## src/design/sqg_pkg.sv

```systemverilog
package sqg_pkg;

	localparam int DataW = 16;
	localparam int MagShift = 9;
	localparam int AvgW = DataW + MagShift;
	localparam int MulAW = AvgW;
	localparam int MulBW = 17;
	localparam int ProdW = MulAW + MulBW;
	localparam int CntW = $clog2(MulBW + 1);
	localparam int CoefFrac = 16;
	localparam int HystW = 12;
	localparam int HystShift = 24;
	localparam int CmpW = ProdW + 1;
	localparam int AddrW = 5;
	localparam int ApbW = 32;

	typedef enum logic [2:0] {
		REG_MODE = 3'd0,
		REG_NOISE_THRESHOLD = 3'd1,
		REG_LEVEL_THRESHOLD = 3'd2,
		REG_HOLD_PERIOD = 3'd3,
		REG_AVERAGE_COEFF = 3'd4,
		REG_NOISE_HYSTERESIS = 3'd5
	} sqg_reg_t;

	localparam logic [16:0] NoiseThresholdRst = 17'd65536;
	localparam logic [15:0] LevelThresholdRst = 16'd0;
	localparam logic [15:0] HoldPeriodRst = 16'd1024;
	localparam logic [16:0] AverageCoeffRst = 17'd137;
	localparam logic [HystW-1:0] NoiseHysteresisRst = 12'd66;

	typedef struct packed {
		logic signed [DataW-1:0] sample;
		logic [DataW-1:0] high_band_mag;
		logic [DataW-1:0] low_band_mag;
		logic [DataW-1:0] carrier_level;
	} sqg_item_t;

	typedef struct packed {
		logic signed [DataW-1:0] sample_out;
		logic suppressed;
		logic state_changed;
	} sqg_result_t;

	typedef enum logic [3:0] {
		ST_IDLE,
		ST_H_START,
		ST_H_RUN,
		ST_L_START,
		ST_L_RUN,
		ST_DECIDE,
		ST_P_RUN,
		ST_CMP,
		ST_EMIT
	} sqg_state_t;

	typedef enum logic [1:0] {
		MUL_SEL_HIGH,
		MUL_SEL_LOW,
		MUL_SEL_PROD
	} sqg_mul_sel_t;

	typedef struct packed {
		logic item_take;
		logic mode;
		logic coeff_full;
		logic decide;
		logic thr_lt_hyst;
		logic mul_busy;
		logic out_free;
	} sqg_stat_t;

	typedef struct packed {
		logic item_ready;
		logic mul_load;
		sqg_mul_sel_t mul_sel;
		logic avg_direct;
		logic upd_high;
		logic upd_low;
		logic set_level;
		logic set_force;
		logic cmp_prep;
		logic cmp_apply;
		logic emit;
	} sqg_ctl_t;

endpackage

```

## src/design/sqg_serial_mul.sv

```systemverilog
module sqg_serial_mul (
	input  logic                        clk,
	input  logic                        arst_n,
	input  logic                        load,
	input  logic [sqg_pkg::MulAW-1:0]   a,
	input  logic [sqg_pkg::MulBW-1:0]   b,
	output logic                        busy,
	output logic [sqg_pkg::ProdW-1:0]   prod
);

	logic                       busy_q;
	logic [sqg_pkg::CntW-1:0]   cnt_q;
	logic [sqg_pkg::MulAW-1:0]  a_q;
	logic [sqg_pkg::MulAW-1:0]  hi_q;
	logic [sqg_pkg::MulBW-1:0]  lo_q;
	logic [sqg_pkg::MulAW:0]    sum;

	// one multiplier bit per cycle, lsb first
	assign sum = {1'b0, hi_q} + (lo_q[0] ? {1'b0, a_q} : '0);

	always_ff @(posedge clk or negedge arst_n) begin
		if (!arst_n) begin
			busy_q <= 1'b0;
			cnt_q  <= '0;
		end else if (load) begin
			busy_q <= 1'b1;
			cnt_q  <= '0;
		end else if (busy_q) begin
			cnt_q <= cnt_q + 1'b1;
			if (cnt_q == sqg_pkg::CntW'(sqg_pkg::MulBW - 1)) begin
				busy_q <= 1'b0;
			end
		end
	end

	always_ff @(posedge clk) begin
		if (load) begin
			a_q  <= a;
			hi_q <= '0;
			lo_q <= b;
		end else if (busy_q) begin
			hi_q <= sum[sqg_pkg::MulAW:1];
			lo_q <= {sum[0], lo_q[sqg_pkg::MulBW-1:1]};
		end
	end

	assign busy = busy_q;
	assign prod = {hi_q, lo_q};

endmodule

```

## src/design/sqg_ctrl.sv

```systemverilog
module sqg_ctrl (
	input  logic                clk,
	input  logic                arst_n,
	input  sqg_pkg::sqg_stat_t  stat,
	output sqg_pkg::sqg_ctl_t   ctl
);

	sqg_pkg::sqg_state_t state_q;
	sqg_pkg::sqg_state_t state_d;

	always_ff @(posedge clk or negedge arst_n) begin
		if (!arst_n) begin
			state_q <= sqg_pkg::ST_IDLE;
		end else begin
			state_q <= state_d;
		end
	end

	always_comb begin
		state_d = state_q;
		case (state_q)
			sqg_pkg::ST_IDLE: begin
				if (stat.item_take) state_d = sqg_pkg::ST_H_START;
			end
			sqg_pkg::ST_H_START: begin
				if (stat.mode || stat.coeff_full) state_d = sqg_pkg::ST_DECIDE;
				else state_d = sqg_pkg::ST_H_RUN;
			end
			sqg_pkg::ST_H_RUN: begin
				if (!stat.mul_busy) state_d = sqg_pkg::ST_L_START;
			end
			sqg_pkg::ST_L_START: begin
				state_d = sqg_pkg::ST_L_RUN;
			end
			sqg_pkg::ST_L_RUN: begin
				if (!stat.mul_busy) state_d = sqg_pkg::ST_DECIDE;
			end
			sqg_pkg::ST_DECIDE: begin
				if (!stat.decide || stat.mode || stat.thr_lt_hyst) state_d = sqg_pkg::ST_EMIT;
				else state_d = sqg_pkg::ST_P_RUN;
			end
			sqg_pkg::ST_P_RUN: begin
				if (!stat.mul_busy) state_d = sqg_pkg::ST_CMP;
			end
			sqg_pkg::ST_CMP: begin
				state_d = sqg_pkg::ST_EMIT;
			end
			sqg_pkg::ST_EMIT: begin
				if (stat.out_free) state_d = sqg_pkg::ST_IDLE;
			end
			default: begin
				state_d = sqg_pkg::ST_IDLE;
			end
		endcase
	end

	always_comb begin
		ctl = '0;
		ctl.mul_sel = sqg_pkg::MUL_SEL_HIGH;
		case (state_q)
			sqg_pkg::ST_IDLE: begin
				ctl.item_ready = 1'b1;
			end
			sqg_pkg::ST_H_START: begin
				if (!stat.mode) begin
					if (stat.coeff_full) ctl.avg_direct = 1'b1;
					else ctl.mul_load = 1'b1;
				end
			end
			sqg_pkg::ST_H_RUN: begin
				ctl.upd_high = !stat.mul_busy;
			end
			sqg_pkg::ST_L_START: begin
				ctl.mul_load = 1'b1;
				ctl.mul_sel = sqg_pkg::MUL_SEL_LOW;
			end
			sqg_pkg::ST_L_RUN: begin
				ctl.upd_low = !stat.mul_busy;
			end
			sqg_pkg::ST_DECIDE: begin
				if (stat.decide) begin
					if (stat.mode) begin
						ctl.set_level = 1'b1;
					end else if (stat.thr_lt_hyst) begin
						ctl.set_force = 1'b1;
					end else begin
						ctl.mul_load = 1'b1;
						ctl.mul_sel = sqg_pkg::MUL_SEL_PROD;
					end
				end
			end
			sqg_pkg::ST_P_RUN: begin
				ctl.cmp_prep = !stat.mul_busy;
			end
			sqg_pkg::ST_CMP: begin
				ctl.cmp_apply = 1'b1;
			end
			sqg_pkg::ST_EMIT: begin
				ctl.emit = stat.out_free;
			end
			default: begin
				ctl.item_ready = 1'b0;
			end
		endcase
	end

endmodule

```

## src/design/audio_squelch_gate.sv

```systemverilog
// Squelch gate for an audio stream, one sample per transaction, with the band
// magnitudes and carrier level alongside. Level mode leaves the band averages
// alone. In noise mode the two band averages are updated one after the other
// on a bit-serial 25x17 multiplier, or loaded directly with average_coeff at
// one or more; on a sample that ends a hold period the same multiplier forms
// the threshold product unless noise_threshold is below noise_hysteresis.
// Results wait in an output register; the next sample is taken meanwhile.
module audio_squelch_gate (
	input  logic                          clk,
	input  logic                          arst_n,
	input  logic                          item_valid,
	output logic                          item_stall,
	input  sqg_pkg::sqg_item_t            item,
	output logic                          result_valid,
	input  logic                          result_stall,
	output sqg_pkg::sqg_result_t          result,
	input  logic                          psel,
	input  logic                          penable,
	input  logic                          pwrite,
	input  logic [sqg_pkg::AddrW-1:0]     paddr,
	input  logic [sqg_pkg::ApbW-1:0]      pwdata,
	output logic [sqg_pkg::ApbW-1:0]      prdata,
	output logic                          pready
);

	logic                            mode_q;
	logic [16:0]                     noise_threshold_q;
	logic [15:0]                     level_threshold_q;
	logic [15:0]                     hold_period_q;
	logic [16:0]                     average_coeff_q;
	logic [sqg_pkg::HystW-1:0]       noise_hysteresis_q;

	logic [sqg_pkg::AvgW-1:0]        high_avg_q;
	logic [sqg_pkg::AvgW-1:0]        low_avg_q;
	logic [15:0]                     hold_q;
	logic                            decide_q;
	logic                            suppress_q;
	logic                            reported_q;
	logic                            dir_q;
	sqg_pkg::sqg_item_t              item_q;
	logic [sqg_pkg::CmpW-1:0]        hy_q;
	logic [sqg_pkg::CmpW-1:0]        py_q;
	logic                            result_valid_q;
	sqg_pkg::sqg_result_t            result_q;

	sqg_pkg::sqg_stat_t              stat;
	sqg_pkg::sqg_ctl_t               ctl;
	sqg_pkg::sqg_reg_t               reg_idx;

	logic                            cfg_wr;
	logic                            accept;
	logic [15:0]                     hold_inc;
	logic [sqg_pkg::AvgW-1:0]        x_high;
	logic [sqg_pkg::AvgW-1:0]        x_low;
	logic [sqg_pkg::AvgW-1:0]        x_sel;
	logic [sqg_pkg::AvgW-1:0]        avg_sel;
	logic                            x_ge;
	logic                            mul_busy;
	logic [sqg_pkg::MulAW-1:0]       mul_a;
	logic [sqg_pkg::MulBW-1:0]       mul_b;
	logic [sqg_pkg::ProdW-1:0]       prod;
	logic [sqg_pkg::AvgW-1:0]        step;
	logic [sqg_pkg::AvgW-1:0]        avg_next;
	logic [sqg_pkg::CmpW-1:0]        h_ext;
	logic [sqg_pkg::CmpW-1:0]        y_ext;
	logic [sqg_pkg::CmpW-1:0]        p_ext;

	// configuration port
	assign pready  = 1'b1;
	assign cfg_wr  = psel && penable && pwrite;
	assign reg_idx = sqg_pkg::sqg_reg_t'(paddr[sqg_pkg::AddrW-1:2]);

	always_ff @(posedge clk or negedge arst_n) begin
		if (!arst_n) begin
			mode_q             <= 1'b0;
			noise_threshold_q  <= sqg_pkg::NoiseThresholdRst;
			level_threshold_q  <= sqg_pkg::LevelThresholdRst;
			hold_period_q      <= sqg_pkg::HoldPeriodRst;
			average_coeff_q    <= sqg_pkg::AverageCoeffRst;
			noise_hysteresis_q <= sqg_pkg::NoiseHysteresisRst;
		end else if (cfg_wr) begin
			case (reg_idx)
				sqg_pkg::REG_MODE:             mode_q             <= pwdata[0];
				sqg_pkg::REG_NOISE_THRESHOLD:  noise_threshold_q  <= pwdata[16:0];
				sqg_pkg::REG_LEVEL_THRESHOLD:  level_threshold_q  <= pwdata[15:0];
				sqg_pkg::REG_HOLD_PERIOD:      hold_period_q      <= pwdata[15:0];
				sqg_pkg::REG_AVERAGE_COEFF:    average_coeff_q    <= pwdata[16:0];
				sqg_pkg::REG_NOISE_HYSTERESIS:
					noise_hysteresis_q <= pwdata[sqg_pkg::HystW-1:0];
				default: begin
				end
			endcase
		end
	end

	always_comb begin
		case (reg_idx)
			sqg_pkg::REG_MODE:             prdata = {31'd0, mode_q};
			sqg_pkg::REG_NOISE_THRESHOLD:  prdata = {15'd0, noise_threshold_q};
			sqg_pkg::REG_LEVEL_THRESHOLD:  prdata = {16'd0, level_threshold_q};
			sqg_pkg::REG_HOLD_PERIOD:      prdata = {16'd0, hold_period_q};
			sqg_pkg::REG_AVERAGE_COEFF:    prdata = {15'd0, average_coeff_q};
			sqg_pkg::REG_NOISE_HYSTERESIS:
				prdata = {{(sqg_pkg::ApbW - sqg_pkg::HystW){1'b0}}, noise_hysteresis_q};
			default:                       prdata = '0;
		endcase
	end

	// control
	assign accept = item_valid && ctl.item_ready;
	assign item_stall = !ctl.item_ready;

	assign stat.item_take   = item_valid;
	assign stat.mode        = mode_q;
	assign stat.coeff_full  = average_coeff_q[16];
	assign stat.decide      = decide_q;
	assign stat.thr_lt_hyst = noise_threshold_q < {5'd0, noise_hysteresis_q};
	assign stat.mul_busy    = mul_busy;
	assign stat.out_free    = !result_valid_q || !result_stall;

	sqg_ctrl u_ctrl (
		.clk    (clk),
		.arst_n (arst_n),
		.stat   (stat),
		.ctl    (ctl)
	);

	// averaging datapath
	assign x_high = {item_q.high_band_mag, {sqg_pkg::MagShift{1'b0}}};
	assign x_low  = {item_q.low_band_mag, {sqg_pkg::MagShift{1'b0}}};
	assign x_sel   = (ctl.mul_sel == sqg_pkg::MUL_SEL_LOW) ? x_low : x_high;
	assign avg_sel = (ctl.mul_sel == sqg_pkg::MUL_SEL_LOW) ? low_avg_q : high_avg_q;
	assign x_ge    = x_sel >= avg_sel;

	always_comb begin
		if (ctl.mul_sel == sqg_pkg::MUL_SEL_PROD) begin
			mul_a = low_avg_q;
			mul_b = noise_threshold_q;
		end else begin
			mul_a = x_ge ? (x_sel - avg_sel) : (avg_sel - x_sel);
			mul_b = average_coeff_q;
		end
	end

	sqg_serial_mul u_mul (
		.clk    (clk),
		.arst_n (arst_n),
		.load   (ctl.mul_load),
		.a      (mul_a),
		.b      (mul_b),
		.busy   (mul_busy),
		.prod   (prod)
	);

	assign step = prod[sqg_pkg::CoefFrac +: sqg_pkg::AvgW];

	always_comb begin
		if (ctl.upd_low) avg_next = dir_q ? (low_avg_q + step) : (low_avg_q - step);
		else avg_next = dir_q ? (high_avg_q + step) : (high_avg_q - step);
	end

	// threshold compare operands
	assign h_ext = {2'b00, high_avg_q, {sqg_pkg::CoefFrac{1'b0}}};
	assign y_ext = {{(sqg_pkg::CmpW - sqg_pkg::HystW - sqg_pkg::HystShift){1'b0}},
		noise_hysteresis_q, {sqg_pkg::HystShift{1'b0}}};
	assign p_ext = {1'b0, prod};

	assign hold_inc = hold_q + 16'd1;

	always_ff @(posedge clk or negedge arst_n) begin
		if (!arst_n) begin
			high_avg_q <= '0;
			low_avg_q  <= '0;
			hold_q     <= '0;
			decide_q   <= 1'b0;
			suppress_q <= 1'b0;
			reported_q <= 1'b1;
		end else begin
			if (accept) begin
				decide_q <= hold_inc >= hold_period_q;
				hold_q   <= (hold_inc >= hold_period_q) ? 16'd0 : hold_inc;
			end
			if (ctl.avg_direct) begin
				high_avg_q <= x_high;
				low_avg_q  <= x_low;
			end
			if (ctl.upd_high) high_avg_q <= avg_next;
			if (ctl.upd_low) low_avg_q <= avg_next;
			if (ctl.set_level) suppress_q <= item_q.carrier_level < level_threshold_q;
			if (ctl.set_force) suppress_q <= 1'b1;
			if (ctl.cmp_apply) begin
				if (hy_q < p_ext) suppress_q <= 1'b0;
				else if (h_ext >= py_q) suppress_q <= 1'b1;
			end
			if (ctl.emit) reported_q <= suppress_q;
		end
	end

	always_ff @(posedge clk) begin
		if (accept) item_q <= item;
		if (ctl.mul_load) dir_q <= x_ge;
		if (ctl.cmp_prep) begin
			hy_q <= h_ext + y_ext;
			py_q <= p_ext + y_ext;
		end
	end

	// output register
	always_ff @(posedge clk or negedge arst_n) begin
		if (!arst_n) begin
			result_valid_q <= 1'b0;
		end else if (ctl.emit) begin
			result_valid_q <= 1'b1;
		end else if (!result_stall) begin
			result_valid_q <= 1'b0;
		end
	end

	always_ff @(posedge clk) begin
		if (ctl.emit) begin
			result_q.sample_out    <= suppress_q ? '0 : item_q.sample;
			result_q.suppressed    <= suppress_q;
			result_q.state_changed <= suppress_q != reported_q;
		end
	end

	assign result_valid = result_valid_q;
	assign result       = result_q;

`ifndef SYNTHESIS
	ap_accept_busy: assert property (@(posedge clk) disable iff (!arst_n)
		(item_valid && !item_stall) |=> item_stall)
		else $error("sample taken while previous one still in work");

	ap_muted_zero: assert property (@(posedge clk) disable iff (!arst_n)
		(result_valid && result.suppressed) |-> (result.sample_out == '0))
		else $error("suppressed result carries nonzero audio");

	ap_mul_free: assert property (@(posedge clk) disable iff (!arst_n)
		ctl.mul_load |-> !mul_busy)
		else $error("multiplier reloaded while running");

	ap_emit_valid: assert property (@(posedge clk) disable iff (!arst_n)
		ctl.emit |=> result_valid)
		else $error("finished transaction not presented");
`endif

endmodule
```

## config.mk

```make
export PLATFORM = sky130hd
export DESIGN_NAME = audio_squelch_gate
export DESIGN_NICKNAME = d
export VERILOG_FILES = /design/src/design/sqg_pkg.sv /design/src/design/sqg_serial_mul.sv /design/src/design/sqg_ctrl.sv /design/src/design/audio_squelch_gate.sv
export SDC_FILE = /design/constraint.sdc
export NUM_CORES = 1
export LEC_CHECK = 0
export BUFFER_PORTS_ARGS = -buffer_cell sky130_fd_sc_hd__buf_2
export CORE_MARGIN = 2
export CORE_UTILIZATION = 30
export DETAILED_ROUTE_END_ITERATION = 10
export PLACE_DENSITY = 0.51
export SLEW_MARGIN = 20
export SYNTH_ARGS = -nofsm -noshare
export SYNTH_HDL_FRONTEND = slang
export SYNTH_SLANG_ARGS = --single-unit
```

## constraint.sdc

```tcl
create_clock -name clk -period 6.6 [get_ports clk]
set_clock_uncertainty 0.05 [all_clocks]
set_input_delay 0.66 -clock clk [delete_from_list [all_inputs] [get_ports clk]]
set_output_delay 0.66 -clock clk [all_outputs]
set_load 0.005 [all_outputs]
```

==> summary.md, run 1 <==
| Metric | Value |
|---|---|
| Status | `finished, final reports clean` |
| Fill count | `a little under 8,000` |
| Post-CTS Setup Inserts | `0` |
| Post-synth top flop | `edfxtp_1` |
| Vias | `18,600` |
| Clock period minus worst slack | `5.19 ns` |
| Die width | `around 280 µm` |
| Worst Hold Class | `input pin to asynchronous set/reset pin` |
| Total power | `0.0141 W` |
| Multi-input logic area | `12,300 µm²` |
| Crit-path max cell delay | `around 0.6 ns` |
| Number of synthesized flops with an enable pin | `194` |
| IO Count | `~160` |
| Dominant cells by area after synthesis | `edfxtp_1 (25%), dfrtp_1 (16%), ha_1 (11%), nand2_1 (5.6%), o21ai_0 (3.7%)` |
| Row count | `102` |
| Worst VDD drop | `0.231 mV` |
| Clock buffer depth | `3` |
| Final Hold Viols | `0` |
| First-pass GRT wire length | `between 100,000 and 150,000 µm` |
| Most frequent cells after synthesis | `nand2_1 (354), ha_1 (202), edfxtp_1 (194)` |
| CTS Sinks | `about 380` |
| WL final | `about 68,000 µm` |
| Pre-CTS WS | `1.54 ns` |
| Syn Area/Cell | `9.48 µm²` |
| Unique masters post-synth | `80` |
| Clock-pin slew on the worst setup and hold paths | `0.06 ns` |
| Initial Util | `0.304` |
| Diodes inserted | `0` |
| Critical path arrival | `5.46 ns` |
| MaxCap Viol Count | `0` |
| Flops & latches, synth | `378` |
| Total GRT Usage | `0.167` |
| Worst-path cell chain | `nor4bb_4 -> buf_4 -> mux2i_1 -> ha_1 -> inv_1 -> or4_1 -> a21o_1 -> nor4_2 -> nor2_1 -> a21o_1 -> inv_4 -> mux2_2 -> o311ai_1 -> xnor2_1 -> o21ai_1` |
| Synth warnings | `0` |
| Crit share post-route | `0.787` |
| HPWL after DPL | `51,100 µm` |
| Cts repair resizes | `0` |
| H-tree lvl count | `2` |
| CTS Root Cell | `clkbuf_16` |
| Nets | `2,906` |
| Setup TNS | `0 ns` |
| Slew of the pin with the lowest slew margin | `between 1 and 1.5 ns` |
| Final worst slack | `approximately 1.4 ns` |
| Register area | `10,300 µm²` |
| Fin cells | `roughly 3,700` |
| Placed cells | `approximately 3,600` |
| ANT nets after route | `0` |
| Die Y | `between 200 and 300 µm` |
| CTS Hold Bufs | `0` |
| Most common cell in the netlist | `nand2_1` |
| Nature of the critical path endpoint | `flip-flop` |
| CP most frequent cell | `a21o_1` |
| RSZ-0062 raised after global routing | `no` |
| Worst path required time | `6.86 ns` |
| Final setup violation count | `0` |
| Power density over the cells | `around 520 nW/µm²` |
| Largest net degree at the start of global routing | `a little over 80` |
| Initial antenna violation count | `1` |
| 1st-iter DRT viols | `~1,400` |
| Buffers on Ports | `127` |
| Vias in the first global route | `18,400` |
| Synthesis-to-layout area growth | `13.9%` |
| Synth Instances | `2,494` |
| Worst rel slew slack | `0.297` |
| Wire per inst | `18.7 µm` |
| Crit-path max FO | `32` |
| Async SR Flop Fraction | `0.421` |
| Critical path launch point type | `flip-flop` |
| Area leader, netlist | `edfxtp_1` |
| Slew Viols, Final | `0` |
| Die area | `just over 80,000 µm²` |
| Share of the synthesized area in the top cell type | `0.246` |
| Mapped Area | `23,700 µm²` |
| Core area | `77,700 µm²` |
| Slowest CP cell | `dfrtp_1` |
| Top achievable clock speed | `around 190 MHz` |
| Setup CP Type | `flip-flop to flip-flop` |
| Initial DRT Pass Iterations | `6` |
| Fraction of layout cells with a size suffix above 1 | `0.117` |
| CTS tree | `built` |
| Vias per cell | `5.08` |
| DRC | `0` |
| Worst-skew pair later-pin latency | `0.59 ns` |
| Register area share after synthesis | `0.436` |
| Gpl congestion | `between 0.8 and 0.9` |
| Fin util | `0.347` |
| Total CTS buffers | `46` |
| GRT overflow | `0` |
| Leakage | `11.8 nW` |
==> worst max-delay path: cells and delay by family (launching register included) <==
| family | cells | cell delay, ns |
|---|---|---|
| muxes | 2 | 0.69 |
| adders and majority gates | 1 | 0.28 |
| AOI/OAI and AO/OA | 4 | 0.85 |
| buffers and inverters | 3 | 0.75 |
| xor gates and xnor gates | 1 | 0.22 |
| and+or+nand+nor | 4 | 1.45 |
| DFF | 1 | 0.60 |
==> layout by cell type, fill, tap and decap left out, drive strengths merged, types with 41 or more instances in the layout <==
cell / instances
nand2: 355
ha: 202
edfxtp: 194
o21ai: 185
inv: 172
buf: 157
dfrtp: 151
nor2: 150
a21oi: 143
xnor2: 85
clkbuf: 71
mux2i: 52
mux2: 52
nand3: 50
a31oi: 45
a21o: 41
==> cell type report <==
type / instances / area share
Clock inverter: 15 / 0.00557
Clock buffer: 71 / 0.0508
Tap cell: 1040 / 0.0483
Sequential cell: 378 / 0.383
Timing Repair Buffer: 157 / 0.0323
Multi-Input combinational cell: 1836 / 0.456
Inverter: 172 / 0.0241
==> logic make-up (layout without fill, tap and decap cells) <==
| logic type | after synthesis | count (layout) | synth area share |
|---|---|---|---|
| buffers and inverters | 294 | 415 | 0.0502 |
| flip-flops | 378 | 378 | 0.436 |
| XOR/XNOR | 124 | 124 | 0.0459 |
| adder cells (fa/ha/maj) | 207 | 207 | 0.111 |
| other | 2 | 16 | 0.000317 |
| AND/OR/NAND/NOR | 792 | 792 | 0.155 |
| AO/OA/AOI/OAI | 593 | 593 | 0.155 |
| multiplexers | 104 | 104 | 0.0469 |
==> through the flow <==
stage | area (µm²) | hold WS [ns]
after floorplan | 23700 | 0.314
after global placement | 25400 | 0.425
after detailed placement | 25400 | 0.426
after CTS | 26900 | 0.0721
after global routing | 26900 | 0.114
final | 26900 | 0.0449
==> per-layer routing <==
metal  vias up  wire (µm)  global-route usage
met5         -          0                   0
met2       501      33200               0.285
met4         0       2510              0.0645
met1      8959      29300               0.210
met3       127       3370              0.0286
li1       9060          -                   -
==> power breakdown <==
group,internal [W],total [W],switching (W),leakage [nW]
clock network,0.00151,0.00256,0.00105,0.743
logic,0.00305,0.00735,0.00429,7.12
registers,0.00343,0.00423,0.000808,3.98
total,0.00799,0.0141,0.00615,11.8
==> sequential cells by signal, indices dropped and copies added (netlist names), 18 cells and up <==
name        count
high_avg_q     25
item_q         64
hy_q           26
py_q           43
u_mul.hi_q     25
low_avg_q      25
u_mul.a_q      25
result         18
==> worst paths after layout <==
path                              startpoint              endpoint  slack [ns]  depth (start not counted)
setup / recovery           u_ctrl.state_q[1]         u_mul.a_q[24]        1.41                         15
hold / removal                        arst_n            hold_q[15]        0.04                          1
setup reg to reg           u_ctrl.state_q[1]         u_mul.a_q[24]        1.41                         15
hold reg to reg                u_mul.lo_q[5]               py_q[5]        0.44                          0
max in group asynchronous             arst_n  level_threshold_q[2]        5.25                          2
min in group clk                    item[53]            item_q[53]        0.20                          1
No activity file was read; power rests on OpenSTA's default activity.
==> inputs of run 2 (changes only) <==
- PLACE_DENSITY: 0.51 -> 0.53
- clock period: 6.6 -> 4.5 ns (I/O delays scaled with it)
==> summary.md, run 2 (synthesized netlist as in run 1, its figures left out) <==
| Metric | Value |
|---|---|
| Status | `finished, final reports clean` |
| Met3 WL | `2940 µm (-13%)` |
| Setup CP Type | `flip-flop to flip-flop` |
| Synthesis-to-layout area growth | `18.9%` |
| Total GRT Usage | `0.167 (about the same)` |
| Vias per cell | `5.04 (-0.80%)` |
| Net switching power | `0.00920 W (+50%)` |
| Clock buffer depth | `3 (unchanged)` |
| MaxCap Viol Count | `0 (unchanged)` |
| Nature of the critical path endpoint | `flip-flop` |
| Vias | `19,100 (+2.2%)` |
| CTS Root Cell | `clkbuf_16` |
| Gpl congestion | `0.911 (+1.4%)` |
| Regs by FF count | `item_q (64), py_q (43), hy_q (26)` |
| Max reg flops | `64 (unchanged)` |
| Die width | `285 µm (unchanged)` |
| Buffers on Ports | `127 (unchanged)` |
| Core area | `77,700 µm² (unchanged)` |
| WHS Path Cells | `3` |
| Slew of the pin with the lowest slew margin | `1.07 ns (+0.0155 ns)` |
| H-tree lvl count | `2 (unchanged)` |
| IO Count | `161 (unchanged)` |
| Initial DRT Pass Iterations | `7 (+1)` |
| Vias in the first global route | `19,000 (+3.4%)` |
| Reg power frac | `0.283 (-0.017)` |
| Crit share post-route | `0.951 (+0.164)` |
| First-pass GRT wire length | `108,000 µm (+0.85%)` |
| Clock-pin slew on the worst setup and hold paths | `0.06 ns (about the same)` |
| Worst rel slew slack | `0.270 (-0.0273)` |
| FF-to-FF path depth | `16 (+1)` |
| Crit-path max FO | `12 (-63%)` |
| Worst-path cell chain | `nor4bb_4 -> buf_12 -> buf_4 -> mux2i_1 -> ha_1 -> a21oi_1 -> nor2b_1 -> o21ai_0 -> nand2_1 -> a21oi_1 -> a21o_2 -> clkinv_4 -> o21ai_1 -> mux2_1 -> a21oi_1 -> a21oi_1` |
| Total CTS buffers | `46 (unchanged)` |
| Largest Register | `item_q` |
| Clock power frac | `0.179 (-0.002)` |
| Slew Viols, Final | `0 (unchanged)` |
| Sw frac | `0.431 (-0.00404)` |
| Fin area | `28,100 µm² (+4.4%)` |
| Worst-skew pair later-pin latency | `0.61 ns (+0.02 ns)` |
| ANT nets after route | `0 (unchanged)` |
| Clock period minus worst slack | `4.28 ns (-0.915 ns)` |
| Worst path required time | `4.75 ns (-2.11 ns)` |
| CTS tree | `built` |
| Most frequent cells in the layout | `nand2_1 (354), ha_1 (200), edfxtp_1 (194)` |
| Met2 WL | `33,600 µm (+1.2%)` |
| Total power | `0.0214 W (+51%)` |
| Largest net degree at the start of global routing | `81 (-1.2%)` |
| Power density over the cells | `759 nW/µm² (+45%)` |
| DRC | `0 (unchanged)` |
| Die Y | `285 µm (unchanged)` |
| Leakage | `12.4 nW (+4.7%)` |
| Slowest CP cell | `dfrtp_2` |
| GRT overflow | `0 (unchanged)` |
| Initial Util | `0.304 (unchanged)` |
| Fin cells | `3,781 (+3.1%)` |
| Diodes inserted | `0 (unchanged)` |
| Setup TNS | `0 ns (unchanged)` |
| P_int | `0.0122 W (+52%)` |
| Critical path arrival | `4.53 ns (-0.93 ns)` |
| Placed cells | `3,629 (+1.3%)` |
| WL final | `68,700 µm (+0.42%)` |
| M1 wire length | `29,900 µm (+1.8%)` |
| Initial antenna violation count | `1 (unchanged)` |
| CP most frequent cell | `a21oi_1` |
| CTS Sinks | `378 (unchanged)` |
| Max layer used | `met4` |
| 1st-iter DRT viols | `1,321 (-7.0%)` |
| Final Hold Viols | `0 (unchanged)` |
| Die area | `81,100 µm² (unchanged)` |
| Final setup violation count | `0 (unchanged)` |
| Comb power frac | `0.538 (+0.018)` |
| Most common cell after layout, fill and taps aside | `nand2_1` |
| Row count | `102 (unchanged)` |
| Wire per inst | `18.2 µm (-2.6%)` |
| Worst VDD drop | `0.331 mV (+43%)` |
| Worst Hold Class | `input pin to flip-flop` |
| Nets | `3,018 (+3.9%)` |
| Post-DP Area | `25,800 µm² (+1.7%)` |
| Crit-path max cell delay | `0.47 ns (-0.13 ns)` |
| Top achievable clock speed | `234 MHz (+21%)` |
| HPWL after DPL | `51,100 µm (about the same)` |
| Critical path launch point type | `flip-flop` |
| Fraction of layout cells with a size suffix above 1 | `0.138 (+0.0208)` |
==> run 2: layout make-up <==
type                    count  area (µm²)
fillers                  7800       49600
inverters                 172         652
clock buffers              57        1290
multi-input cells        1836       12300
well taps                1040        1300
flip-flops and latches    378       10300
clock inverters            29         282
repair buffers            269        1950
==> run 2: what timing repair did <==
item / 4_1_cts / 5_1_grt
resized for setup: 0 / 19
buffers inserted: 0 / 1
endpoints found under the hold margin: 136 / 0
hold buffers: 65 / 0
setup endpoints to repair: 0 / 28
==> run 2: power by group through the flow <==
| stage | sequential (W) | clock [W] | combinational, W |
|---|---|---|---|
| after floorplan | 0.00565 | 0 | 0.00835 |
| after CTS | 0.00605 | 0.00392 | 0.0113 |
| after global placement | 0.00609 | 0 | 0.0109 |
| after detailed placement | 0.00611 | 0 | 0.0112 |
| after global routing | 0.00614 | 0.00405 | 0.0129 |
| final | 0.00604 | 0.00382 | 0.0115 |
==> run 2: final timing paths <==
path	start	endpoint	slack [ns]
max	u_ctrl.state_q[2]	u_mul.a_q[6]	0.22
min	pwdata[14]	hold_period_q[14]	0.07
max reg2reg	u_ctrl.state_q[2]	u_mul.a_q[6]	0.22
min reg2reg	u_mul.lo_q[4]	py_q[4]	0.44
max in group asynchronous	arst_n	high_avg_q[4]	2.98
min in group asynchronous	arst_n	level_threshold_q[11]	0.40
==> run 2: stage by stage <==
stage | setup slack (ns) | util | hold WS [ns]
global placement | 0.191 | 0.332 | 0.423
finish | 0.221 | 0.362 | 0.0653
floorplan | 0.0536 | - | 0.104
CTS | 0.0234 | 0.361 | 0.0191
detailed placement | 0.0934 | 0.332 | 0.432
global route | -0.0000142 | 0.362 | 0.0527
==> run 2: layer usage <==
| metal | up-vias | global-route usage |
|---|---|---|
| li1 | 9288 | - |
| met4 | 0 | 0.0562 |
| met5 | - | 0 |
| met1 | 9213 | 0.214 |
| met2 | 442 | 0.290 |
| met3 | 119 | 0.0212 |
==> run 2: critical path: cells and delay by family (launching register included) <==
kind,cells,cell delay [ns]
multiplexers,2,0.65
flip-flops,1,0.47
adder cells (fa/ha/maj),1,0.38
AND/OR/NAND/NOR,3,0.58
buffers and inverters,3,0.57
AO/OA/AOI/OAI,7,1.27
